`src/design/lfu_pkg.sv`:
```
// Package for the LFU oldest-slot replacement block.
// Holds shared types and constants; depends on nothing.
package lfu_pkg;

   localparam int unsigned VOTE_BITS  = 16;
   localparam int unsigned STAMP_BITS = 32;
   localparam int unsigned CFG_BITS   = 6;
   localparam int unsigned MAX_LIST   = 32;

   localparam logic CMD_RECOMMEND = 1'b0;
   localparam logic CMD_LIST      = 1'b1;

   // Commands from the controller to the datapath.
   typedef struct packed {
      logic start_rec;   // capture candidate, clear scan
      logic scan_step;   // visit one slot in the recommend scan
      logic commit_rec;  // apply hit/insert/evict and form answer
      logic start_list;  // begin a listing pass
      logic list_step;   // visit one slot in the list minimum search
      logic emit_list;   // form a list result from the found minimum
      logic rsp_take;    // output word was taken
   } lfu_cmd_type;

   // Status from the datapath to the controller.
   typedef struct packed {
      logic scan_done;   // scan visited the last slot
      logic list_found;  // the list search found a candidate
      logic list_more;   // listing may continue after this entry
   } lfu_sts_type;

endpackage

```
`src/design/lfu_datapath.sv`:
```
// Datapath of the LFU block: slot storage, serial scans and result register.
// Depends on lfu_pkg.
module lfu_datapath
   import lfu_pkg::*;
#(
   parameter int unsigned SLOTS   = 32,
   parameter int unsigned ID_BITS = 8
) (
   input  logic                clock,
   input  logic                reset,
   input  lfu_cmd_type         cmd,
   output lfu_sts_type         sts,
   input  logic [ID_BITS-1:0]  cand,
   input  logic [CFG_BITS-1:0] frames,
   output logic                out_kind,
   output logic                out_present,
   output logic                out_evf,
   output logic [ID_BITS-1:0]  out_evid,
   output logic [4:0]          out_slot,
   output logic [ID_BITS-1:0]  out_lid,
   output logic [VOTE_BITS-1:0] out_lvotes,
   output logic                out_valid,
   output logic                out_last
);
   localparam int unsigned SB = (SLOTS > 1) ? $clog2(SLOTS) : 1;
   localparam int unsigned OB = $clog2(SLOTS + 1);
   localparam logic [SB-1:0] LAST_SLOT = SB'(SLOTS - 1);

   logic [ID_BITS-1:0]    ids_ff   [SLOTS];
   logic [VOTE_BITS-1:0]  votes_ff [SLOTS];
   logic [STAMP_BITS-1:0] stamp_ff [SLOTS];
   logic [SLOTS-1:0]      used_ff;
   logic [OB-1:0]         occ_ff;
   logic [STAMP_BITS-1:0] seq_ff;

   logic [ID_BITS-1:0] cand_ff;
   logic [SB-1:0]      idx_ff;
   logic               hit_ff, free_ff, pick_ff;
   logic [SB-1:0]      hit_slot_ff, free_slot_ff, pick_slot_ff;
   logic [VOTE_BITS-1:0]  pick_votes_ff;
   logic [STAMP_BITS-1:0] pick_stamp_ff;

   // listing: emit ids greater than prev in ascending order
   logic               have_prev_ff;
   logic [ID_BITS-1:0] prev_ff;
   logic [5:0]         nlist_ff;
   logic               lfound_ff;
   logic [SB-1:0]      lslot_ff;
   // number of held ids still to be listed, counted during each pass
   logic [OB-1:0]      rem_ff;

   // clamped limit
   logic [OB-1:0] limit;
   always_comb begin
      if (frames == '0) limit = OB'(1);
      else if (7'(frames) > 7'(SLOTS)) limit = OB'(SLOTS);
      else limit = OB'(frames);
   end

   logic              cur_used;
   logic [ID_BITS-1:0] cur_id;
   logic [VOTE_BITS-1:0] cur_votes;
   logic [STAMP_BITS-1:0] cur_stamp;
   assign cur_used  = used_ff[idx_ff];
   assign cur_id    = ids_ff[idx_ff];
   assign cur_votes = votes_ff[idx_ff];
   assign cur_stamp = stamp_ff[idx_ff];

   logic better;
   assign better = !pick_ff || (cur_votes < pick_votes_ff) ||
                   (cur_votes == pick_votes_ff && cur_stamp < pick_stamp_ff);

   logic lahead;
   assign lahead = cur_used && (!have_prev_ff || cur_id > prev_ff);

   logic lbetter;
   assign lbetter = lahead && (!lfound_ff || cur_id < ids_ff[lslot_ff]);

   assign sts.scan_done  = (idx_ff == LAST_SLOT);
   assign sts.list_found = lfound_ff;
   assign sts.list_more  = (rem_ff > OB'(1)) && (nlist_ff != 6'(MAX_LIST - 1));

   logic use_free;
   logic [SB-1:0] tgt;
   assign use_free = free_ff && (occ_ff < limit);
   assign tgt = use_free ? free_slot_ff : pick_slot_ff;

   always_ff @(posedge clock) begin
      if (reset) begin
         used_ff  <= '0;
         occ_ff   <= '0;
         seq_ff   <= '0;
         out_kind <= 1'b0;
      end else begin
         if (cmd.start_rec || cmd.start_list) begin
            idx_ff    <= '0;
            hit_ff    <= 1'b0;
            free_ff   <= 1'b0;
            pick_ff   <= 1'b0;
            lfound_ff <= 1'b0;
         end
         if (cmd.start_rec) cand_ff <= cand;
         if (cmd.start_list) begin
            have_prev_ff <= 1'b0;
            nlist_ff     <= '0;
            rem_ff       <= '0;
         end
         if (cmd.scan_step) begin
            idx_ff <= idx_ff + SB'(1);
            if (cur_used && cur_id == cand_ff && !hit_ff) begin
               hit_ff <= 1'b1; hit_slot_ff <= idx_ff;
            end
            if (!cur_used && !free_ff) begin
               free_ff <= 1'b1; free_slot_ff <= idx_ff;
            end
            if (cur_used && better) begin
               pick_ff <= 1'b1; pick_slot_ff <= idx_ff;
               pick_votes_ff <= cur_votes; pick_stamp_ff <= cur_stamp;
            end
         end
         if (cmd.list_step) begin
            idx_ff <= idx_ff + SB'(1);
            if (lahead) rem_ff <= rem_ff + OB'(1);
            if (lbetter) begin
               lfound_ff <= 1'b1; lslot_ff <= idx_ff;
            end
         end
         if (cmd.commit_rec) begin
            if (seq_ff != '1) seq_ff <= seq_ff + 1'b1;
            out_kind <= 1'b0; out_lid <= '0; out_lvotes <= '0;
            out_valid <= 1'b0; out_last <= 1'b1;
            if (hit_ff) begin
               if (votes_ff[hit_slot_ff] != '1)
                  votes_ff[hit_slot_ff] <= votes_ff[hit_slot_ff] + 1'b1;
               out_present <= 1'b1; out_evf <= 1'b0; out_evid <= '0;
               out_slot <= 5'(hit_slot_ff);
            end else begin
               used_ff[tgt]  <= 1'b1;
               ids_ff[tgt]   <= cand_ff;
               votes_ff[tgt] <= VOTE_BITS'(1);
               stamp_ff[tgt] <= seq_ff;
               if (use_free) occ_ff <= occ_ff + OB'(1);
               out_present <= 1'b0;
               out_evf  <= !use_free;
               out_evid <= use_free ? '0 : ids_ff[pick_slot_ff];
               out_slot <= 5'(tgt);
            end
         end
         if (cmd.emit_list) begin
            out_kind <= 1'b1; out_present <= 1'b0; out_evf <= 1'b0;
            out_evid <= '0; out_slot <= '0;
            idx_ff <= '0; lfound_ff <= 1'b0; rem_ff <= '0;
            if (lfound_ff) begin
               out_lid <= ids_ff[lslot_ff]; out_lvotes <= votes_ff[lslot_ff];
               out_valid <= 1'b1;
               have_prev_ff <= 1'b1; prev_ff <= ids_ff[lslot_ff];
               nlist_ff <= nlist_ff + 6'd1;
               out_last <= 1'b0;
            end else begin
               out_lid <= '0; out_lvotes <= '0; out_valid <= 1'b0;
               out_last <= 1'b1;
            end
         end
         if (cmd.rsp_take) begin end
      end
   end
endmodule

```
`src/design/lfu_control.sv`:
```
// Controller of the LFU block: sequences scans and result hand-off.
// Depends on lfu_pkg.
module lfu_control
   import lfu_pkg::*;
(
   input  logic        clock,
   input  logic        reset,
   input  logic        req_tvalid,
   output logic        req_tready,
   input  logic        req_cmd,
   output logic        rsp_tvalid,
   input  logic        rsp_tready,
   output lfu_cmd_type cmd,
   input  lfu_sts_type sts,
   output logic        fix_last
);
   typedef enum logic [5:0] {
      S_IDLE = 6'b000001,
      S_SCAN = 6'b000010,
      S_COMM = 6'b000100,
      S_LSRC = 6'b001000,
      S_LEMT = 6'b010000,
      S_OUT  = 6'b100000
   } state_type;

   state_type state_ff, state_in;
   logic listing_ff, listing_in;
   logic anyfound_ff, anyfound_in;
   logic last_ff, last_in;

   assign req_tready = (state_ff == S_IDLE);
   assign rsp_tvalid = (state_ff == S_OUT);
   assign fix_last   = last_ff;

   always_comb begin
      state_in = state_ff; listing_in = listing_ff;
      anyfound_in = anyfound_ff; last_in = last_ff;
      cmd = '0;
      unique case (state_ff)
         S_IDLE: begin
            if (req_tvalid) begin
               if (req_cmd == CMD_LIST) begin
                  cmd.start_list = 1'b1; state_in = S_LSRC;
                  listing_in = 1'b1; anyfound_in = 1'b0;
               end else begin
                  cmd.start_rec = 1'b1; state_in = S_SCAN; listing_in = 1'b0;
               end
            end
         end
         S_SCAN: begin
            cmd.scan_step = 1'b1;
            if (sts.scan_done) state_in = S_COMM;
         end
         S_COMM: begin
            cmd.commit_rec = 1'b1; last_in = 1'b1; state_in = S_OUT;
         end
         S_LSRC: begin
            cmd.list_step = 1'b1;
            if (sts.scan_done) state_in = S_LEMT;
         end
         S_LEMT: begin
            // a miss after some found entries ends the list silently
            if (!sts.list_found && anyfound_ff) begin
               state_in = S_IDLE;
            end else begin
               cmd.emit_list = 1'b1; state_in = S_OUT;
               if (sts.list_found) anyfound_in = 1'b1;
               last_in = !sts.list_found || !sts.list_more;
               listing_in = sts.list_found && sts.list_more;
            end
         end
         S_OUT: begin
            if (rsp_tready) begin
               cmd.rsp_take = 1'b1;
               state_in = listing_ff ? S_LSRC : S_IDLE;
            end
         end
         default: state_in = S_IDLE;
      endcase
   end

   always_ff @(posedge clock) begin
      if (reset) begin
         state_ff <= S_IDLE; listing_ff <= 1'b0;
         anyfound_ff <= 1'b0; last_ff <= 1'b0;
      end else begin
         state_ff <= state_in; listing_ff <= listing_in;
         anyfound_ff <= anyfound_in; last_ff <= last_in;
      end
   end
endmodule

```
`src/design/lfu_oldest_slot_replacement.sv`:
```
// Top level of the LFU oldest-slot replacement block.
// Depends on lfu_pkg, lfu_control and lfu_datapath.
//
// This block keeps up to SLOTS candidate ids, each with a vote count and an
// insertion stamp. A recommend word searches the slots one per cycle, then
// commits a hit, an insertion into the lowest free slot, or an eviction of the
// least voted, oldest candidate, and then waits for the output hand-off. A
// list word emits held ids in ascending order; each entry costs a full
// serial pass over the slots, searched one slot per cycle. Listing of an
// empty set gives one word with entry_valid low. The slot limit is written
// on the csr channel while idle.
module lfu_oldest_slot_replacement
   import lfu_pkg::*;
#(
   parameter int unsigned SLOTS   = 32,
   parameter int unsigned ID_BITS = 8
) (
   input  logic        clock,
   input  logic        reset,
   input  logic        req_tvalid,
   output logic        req_tready,
   input  logic [7:0]  req_tdata,   // candidate[7:0]
   input  logic        req_tuser,   // command
   output logic        rsp_tvalid,
   input  logic        rsp_tready,
   output logic [39:0] rsp_tdata,   // was_present, evicted_flag, evicted_candidate,
                                    // slot_index, listed_candidate, listed_votes,
                                    // entry_valid
   output logic        rsp_tuser,   // kind
   output logic        rsp_tlast,
   input  logic        csr_valid,
   output logic        csr_ready,
   input  logic [5:0]  csr_data
);
   lfu_cmd_type cmd;
   lfu_sts_type sts;
   logic [CFG_BITS-1:0] frames_ff;
   logic fix_last;

   logic                 o_kind, o_pres, o_evf, o_valid, o_last;
   logic [ID_BITS-1:0]   o_evid, o_lid;
   logic [4:0]           o_slot;
   logic [VOTE_BITS-1:0] o_lv;

   // The limit may only change while no word is in flight.
   assign csr_ready = req_tready;
   always_ff @(posedge clock) begin
      if (reset) frames_ff <= CFG_BITS'(32);
      else if (csr_valid && csr_ready) frames_ff <= csr_data;
   end

   lfu_control u_ctl (
      .clock, .reset, .req_tvalid, .req_tready, .req_cmd(req_tuser),
      .rsp_tvalid, .rsp_tready, .cmd, .sts, .fix_last
   );

   lfu_datapath #(.SLOTS(SLOTS), .ID_BITS(ID_BITS)) u_dp (
      .clock, .reset, .cmd, .sts,
      .cand(ID_BITS'(req_tdata[7:0])), .frames(frames_ff),
      .out_kind(o_kind), .out_present(o_pres), .out_evf(o_evf), .out_evid(o_evid),
      .out_slot(o_slot), .out_lid(o_lid), .out_lvotes(o_lv),
      .out_valid(o_valid), .out_last(o_last)
   );

   // The final entry of a listing is marked by the controller.
   assign rsp_tlast = o_last | fix_last;
   assign rsp_tuser = o_kind;
   assign rsp_tdata = {o_valid, o_lv, 8'(o_lid), o_slot, 8'(o_evid),
                       o_evf, o_pres};
endmodule

```
`config.mk`:
```
export PLATFORM = sky130hd
export DESIGN_NAME = lfu_oldest_slot_replacement
export DESIGN_NICKNAME = d
export VERILOG_FILES = /design/src/design/lfu_pkg.sv /design/src/design/lfu_datapath.sv /design/src/design/lfu_control.sv /design/src/design/lfu_oldest_slot_replacement.sv
export SDC_FILE = /design/constraint.sdc
export NUM_CORES = 2
export LEC_CHECK = 0
export ABC_CLOCK_PERIOD_IN_PS = 6100
export BUFFER_PORTS_ARGS = -buffer_cell sky130_fd_sc_hd__buf_2
export CAP_MARGIN = 15
export CELL_PAD_IN_SITES_DETAIL_PLACEMENT = 0
export CELL_PAD_IN_SITES_GLOBAL_PLACEMENT = 1
export CORE_MARGIN = 2
export CORE_UTILIZATION = 50
export CTS_CLUSTER_DIAMETER = 40
export DETAILED_ROUTE_END_ITERATION = 6
export PLACE_DENSITY_LB_ADDON = 0.2
export SLEW_MARGIN = 5
export SYNTH_ARGS = -nofsm -noshare
export SYNTH_HDL_FRONTEND = slang
export SYNTH_SLANG_ARGS = --single-unit
```
`constraint.sdc`:
```
create_clock -name clock -period 6.1 [get_ports clock]
set_input_delay 1.525 -clock clock [delete_from_list [all_inputs] [get_ports clock]]
set_output_delay 1.525 -clock clock [all_outputs]
set_load 0.02 [all_outputs]
```
---- After elaboration in Yosys (flattened, before gate mapping) ----
Memories as Yosys holds them, arrays and structs flattened. A register that Yosys moved wholly into a read port is not among the register bits.
Index checks and enable logic that the tools add are counted.
word-level totals
  register bits after elaboration ......... 233
  bits in writable memories ............... 1792
  bits of input ports ..................... 20
  output and inout port bits .............. 45
  word-level logic and storage cells ...... 227
  memories ................................ 3
memory list
  name           depth  bits a word  read ports  clocked after memory_dff  write ports  line                source
  u_dp.stamp_ff  32     32           1           1                         1            lfu_datapath.sv:31  logic [STAMP_BITS-1:0] stamp_ff [SLOTS];
  u_dp.votes_ff  32     16           3           3                         1            lfu_datapath.sv:30  logic [VOTE_BITS-1:0] votes_ff [SLOTS];
  u_dp.ids_ff    32     8            3           3                         1            lfu_datapath.sv:29  logic [ID_BITS-1:0] ids_ff [SLOTS];
operators by class
  add/subtract/negate cells ............... 6
  $lt $le $gt $ge ......................... 10
  eq/ne operators ......................... 19
  multiplexer cells ....................... 104
  bitwise logic cells ..................... 4
  reductions and logical operators ........ 48
operators by type and width
  cell                     count
  $mux W5                  17
  $mux W6                  13
  $mux W16                 4
  $mux W1                  56
  $mux W8                  6
  $pmux W6 S6              1
  $add A32 B1 Y32 const B  1
  $lt A32 B32 Y1           1
  $ne A32 B32 Y1 const B   1
  $or A32 B32 Y32          1
  $reduce_and A3 Y1        7
  $add A6 B1 Y6 const B    3
  $add A16 B1 Y16 const B  1
  $eq A16 B16 Y1           1
  $lt A16 B16 Y1           1
  $ne A16 B16 Y1 const B   1
  $reduce_or A16 Y1        1
  $logic_and A1 B1 Y1      13
  $lt A5 B6 Y1 const B     2
  $reduce_and A2 Y1        6
  $ne A2 B2 Y1 const B     5
  $eq A8 B8 Y1             1
  $gt A8 B8 Y1             1
  $logic_not A1 Y1         8
  27 further kinds         39

---- Logic depth before layout (Yosys ltp) ----
  depth after elaboration ................. 11
  depth in mapped cells ................... 19
  gate-level depth less buffers ........... 14

---- Modules after synthesis ----
From an unflattened synthesis, not the netlist that was laid out.
unflattened totals
  cell total of the unflattened synthesis .. 4591
  area, all modules ....................... 92217.2 µm²
modules (own cells, without submodules)
  module                       instances  cells each  area each (µm²)
  lfu_datapath                 1          4487        91332.6
  lfu_control                  1          73          591.8
  lfu_oldest_slot_replacement  1          31          292.8

---- Least setup slack after synthesis ----
Ideal clock, no wire load.
  kind .................................... register -> register
  start ................................... register with a tool-made name
  end ..................................... register with a tool-made name
  data arrival time ....................... 5.758 ns
  required time ........................... 5.978 ns
  slack ................................... 0.220 ns
  cell stages (with the launch flop) ...... 20
  period minus slack after synthesis ...... 5.880 ns
  cell sequence ........................... dfxtp_1 -> buf_6 -> buf_6 -> buf_4 -> buf_6 -> buf_2 -> clkbuf_1 -> buf_2 -> mux4_2 -> mux4_2 -> mux2_2 -> ha_1 -> a21o_1 -> a21o_1 -> a211oi_1 -> nand4bb_1 -> a31oi_1 -> o211ai_2 -> a21boi_4 -> mux2_4

==> run summary <==
CTS H-Tree Depth = 5
N_diodes = 0
Design Power = 40.04 mW
Number of detailed-routing iterations run before antenna repair = 7
Most frequent cells in the layout = edfxtp_1, mux4_2, clkbuf_16
Area grow syn2layout = 16.66%
Final worst slack = 669.3 ps
Clock sink count = 2045
Status = finished, final reports clean
Commonest non-fill, non-tap cell in the layout = edfxtp_1
DRC viols = 0
Final period utilization = 89.03%
Fillers = 13220
Worst Skew = 84.75 ps
Max VDD drop = 0.3440 mV
Clk slew on worst S/H paths = 50 ps
Detail Route Antenna Nets = 0
Routed WL per cell = 34.36 µm
Multi-input gate area = 0.03073 mm²
P_leak = 35.02 nW
Yosys cell types = 79
Crit path time final = 5431 ps
WHS = 458.9 ps
FFs w/ async S/R, synth = 0%
Initial antenna violation count = 2
Num CTS Buffers = 310
Register area = 0.06040 mm²
GPL Wtd Cong = 0.8408
GRT Util Overall = 27.83%
Vias in the first global route = 50140
Initial DRC Count = 6575
First-pass GRT wire length = 367400 µm
Global route total overflow = 0
Worst hold path class = flip-flop to flip-flop
Crit Path Class = flip-flop to flip-flop
Die Wd = 433.7 µm
Max-slew violations = 0
Bufs on Longest Clock Path = 4
Post-synth EDFFs = 1939
Post-Syn Nets = 4600
Placed cells = 6967
Die Span Y = 433.7 µm
Total Routed Length = 258500 µm
Slew HR = 22.08%
Fin area = 0.1077 mm²
Post-cts resize count = 0
Die area = 0.1881 mm²
CP arrival = 6230 ps
Final setup TNS = 0 ps
DP Area = 0.09732 mm²
Core area = 0.1833 mm²
# IOs = 65
CP cell instances = buf_12 > buf_4 > mux4_2 > mux4_2 > mux2_2 > ha_1 > a21o_1 > a21o_1 > a21oi_1 > o21ai_0 > a31oi_1 > buf_4 > o211ai_2 > a21boi_4 > buf_12 > mux2_4
Routed vias = 50130
CP Capture Type = flip-flop
Postcts setup bufs = 0
Post-layout util = 58.76%
CTS tree = done
CP peak stage delay = 780 ps
Mapped Area = 0.09231 mm²
Dpl ws = 698.0 ps
Hold Buf Count CTS = 0
DPL Wire Length = 141600 µm
Slowest-stage cell, CP = dfxtp_4
F_max = 184.1 MHz
Worst-path fanout max = 30
Largest net degree at the start of global routing = 65
Share of cells above drive strength 1 = 38.96%
# nets final = 4924
Via density per instance = 6.662
WP data required = 6900 ps
Worst-Margin Slew = 1169 ps
Count of state elements after synthesis = 2045
Sequential area share after synthesis = 65.37%
Syn_area_per_cell = 20.50 µm²
Max-Cap Viols = 0
Final Hold Fails = 0
Row count = 157
Root buf cell = clkbuf_16
Cell Count, Final, Fillers Out = 7525
CP startpoint kind = flip-flop
Syn Inst Count = 4504
Power Dens Cells = 371.8 mW/mm²
Initial Util = 50.37%
Setup Viol. Count Final = 0
RSZ-0062 raised after global routing = no
Ys Warns = 0
Port bufs = 64
Commonest register cell after synthesis = edfxtp_1
Later-pin clock latency in the skew report = 940 ps
[layer usage]
metal  global-route usage (%)  vias to the layer above  share of wire (%)
met4                    9.116                        4                3.2
met5                        0                        -             0.0081
met3                    5.575                      456                8.9
met1                    39.67                    26910                 40
li1                         -                    20070                  -
met2                    43.51                     2683                 48
[synth_stat cells (all sizes together), types with 4 or more instances]
cell type / instances / share of area (%)
inv: 87 / 0.35
and3: 16 / 0.11
and3b: 5 / 0.047
buf: 140 / 0.77
nand4: 34 / 0.24
a21o: 20 / 0.16
nor2: 187 / 0.76
a21oi: 45 / 0.24
or4: 4 / 0.033
dfxtp: 106 / 2.3
a22oi: 34 / 0.28
mux2: 77 / 0.96
o21ai: 32 / 0.17
nor4: 15 / 0.11
a32oi: 4 / 0.038
nand2b: 9 / 0.061
ha: 76 / 1.0
nand3b: 9 / 0.073
o31ai: 6 / 0.049
nand2: 88 / 0.36
o211ai: 5 / 0.046
nor4b: 11 / 0.12
o2bb2ai: 32 / 0.30
o311a: 4 / 0.043
nor3: 26 / 0.16
mux4: 1004 / 25
a211oi: 4 / 0.033
mux2i: 113 / 1.2
o21a: 6 / 0.049
and2: 11 / 0.075
edfxtp: 1939 / 63
xor2: 32 / 0.30
o22a: 4 / 0.038
clkbuf: 156 / 0.63
a31oi: 6 / 0.041
or2: 4 / 0.027
nand3: 57 / 0.33
and4: 5 / 0.047
xnor2: 21 / 0.20
o211a: 4 / 0.043
o311ai: 4 / 0.038
nor2b: 23 / 0.16
or3: 11 / 0.075
[path summary, 6_finish.rpt]
path                                                 start         to  slack (ps)  cells past startpoint
worst max-delay path                             flip-flop  flip-flop         670                     16
worst min-delay path            u_dp.lslot_ff[0]$_DFFE_PP_  flip-flop         460                      1
worst max register to register                   flip-flop  flip-flop         670                     16
worst min register to register  u_dp.lslot_ff[0]$_DFFE_PP_  flip-flop         460                      1
[state kept, by name (all words and copies together), names as in the netlist, 16 cells and up, named ones only]
| name | count |
|---|---|
| u_dp.seq_ff | 32 |
| u_dp.pick_stamp_ff | 32 |
| u_dp.pick_votes_ff | 16 |
| u_dp.votes_ff | 512 |
| u_dp.stamp_ff | 1024 |
| u_dp.used_ff | 32 |
| u_dp.out_lvotes | 16 |
| u_dp.ids_ff | 256 |
[area by class of cell]
class                   count  area share [%]
clock inverters           200           1.875
multi-input cells        2076           28.54
flip-flops and latches   2045           56.08
well taps                2464           2.863
clock buffers             345           7.452
repair buffers            308           2.884
inverters                  87          0.3056
[power breakdown]
group	switching (mW)	internal, mW
clock network	6.59	10.6
registers	0.209	15.4
logic	3.67	3.61
[cells by family after synthesis]
kind of cell	synth area share, %
xor+xnor	0.5029
flops	65.37
compound gates	1.763
buf+inv	1.762
mux	26.70
simple gates	2.868
fa+ha+maj	1.030
[worst max-delay path: cells and delay by family, from the launching register on]
kind,cells,cell delay [ps]
compound gates,7,1500
flops,1,780
buf+inv,4,1190
mux,4,1440
fa+ha+maj,1,320
(Power assumes the default switching activity.)
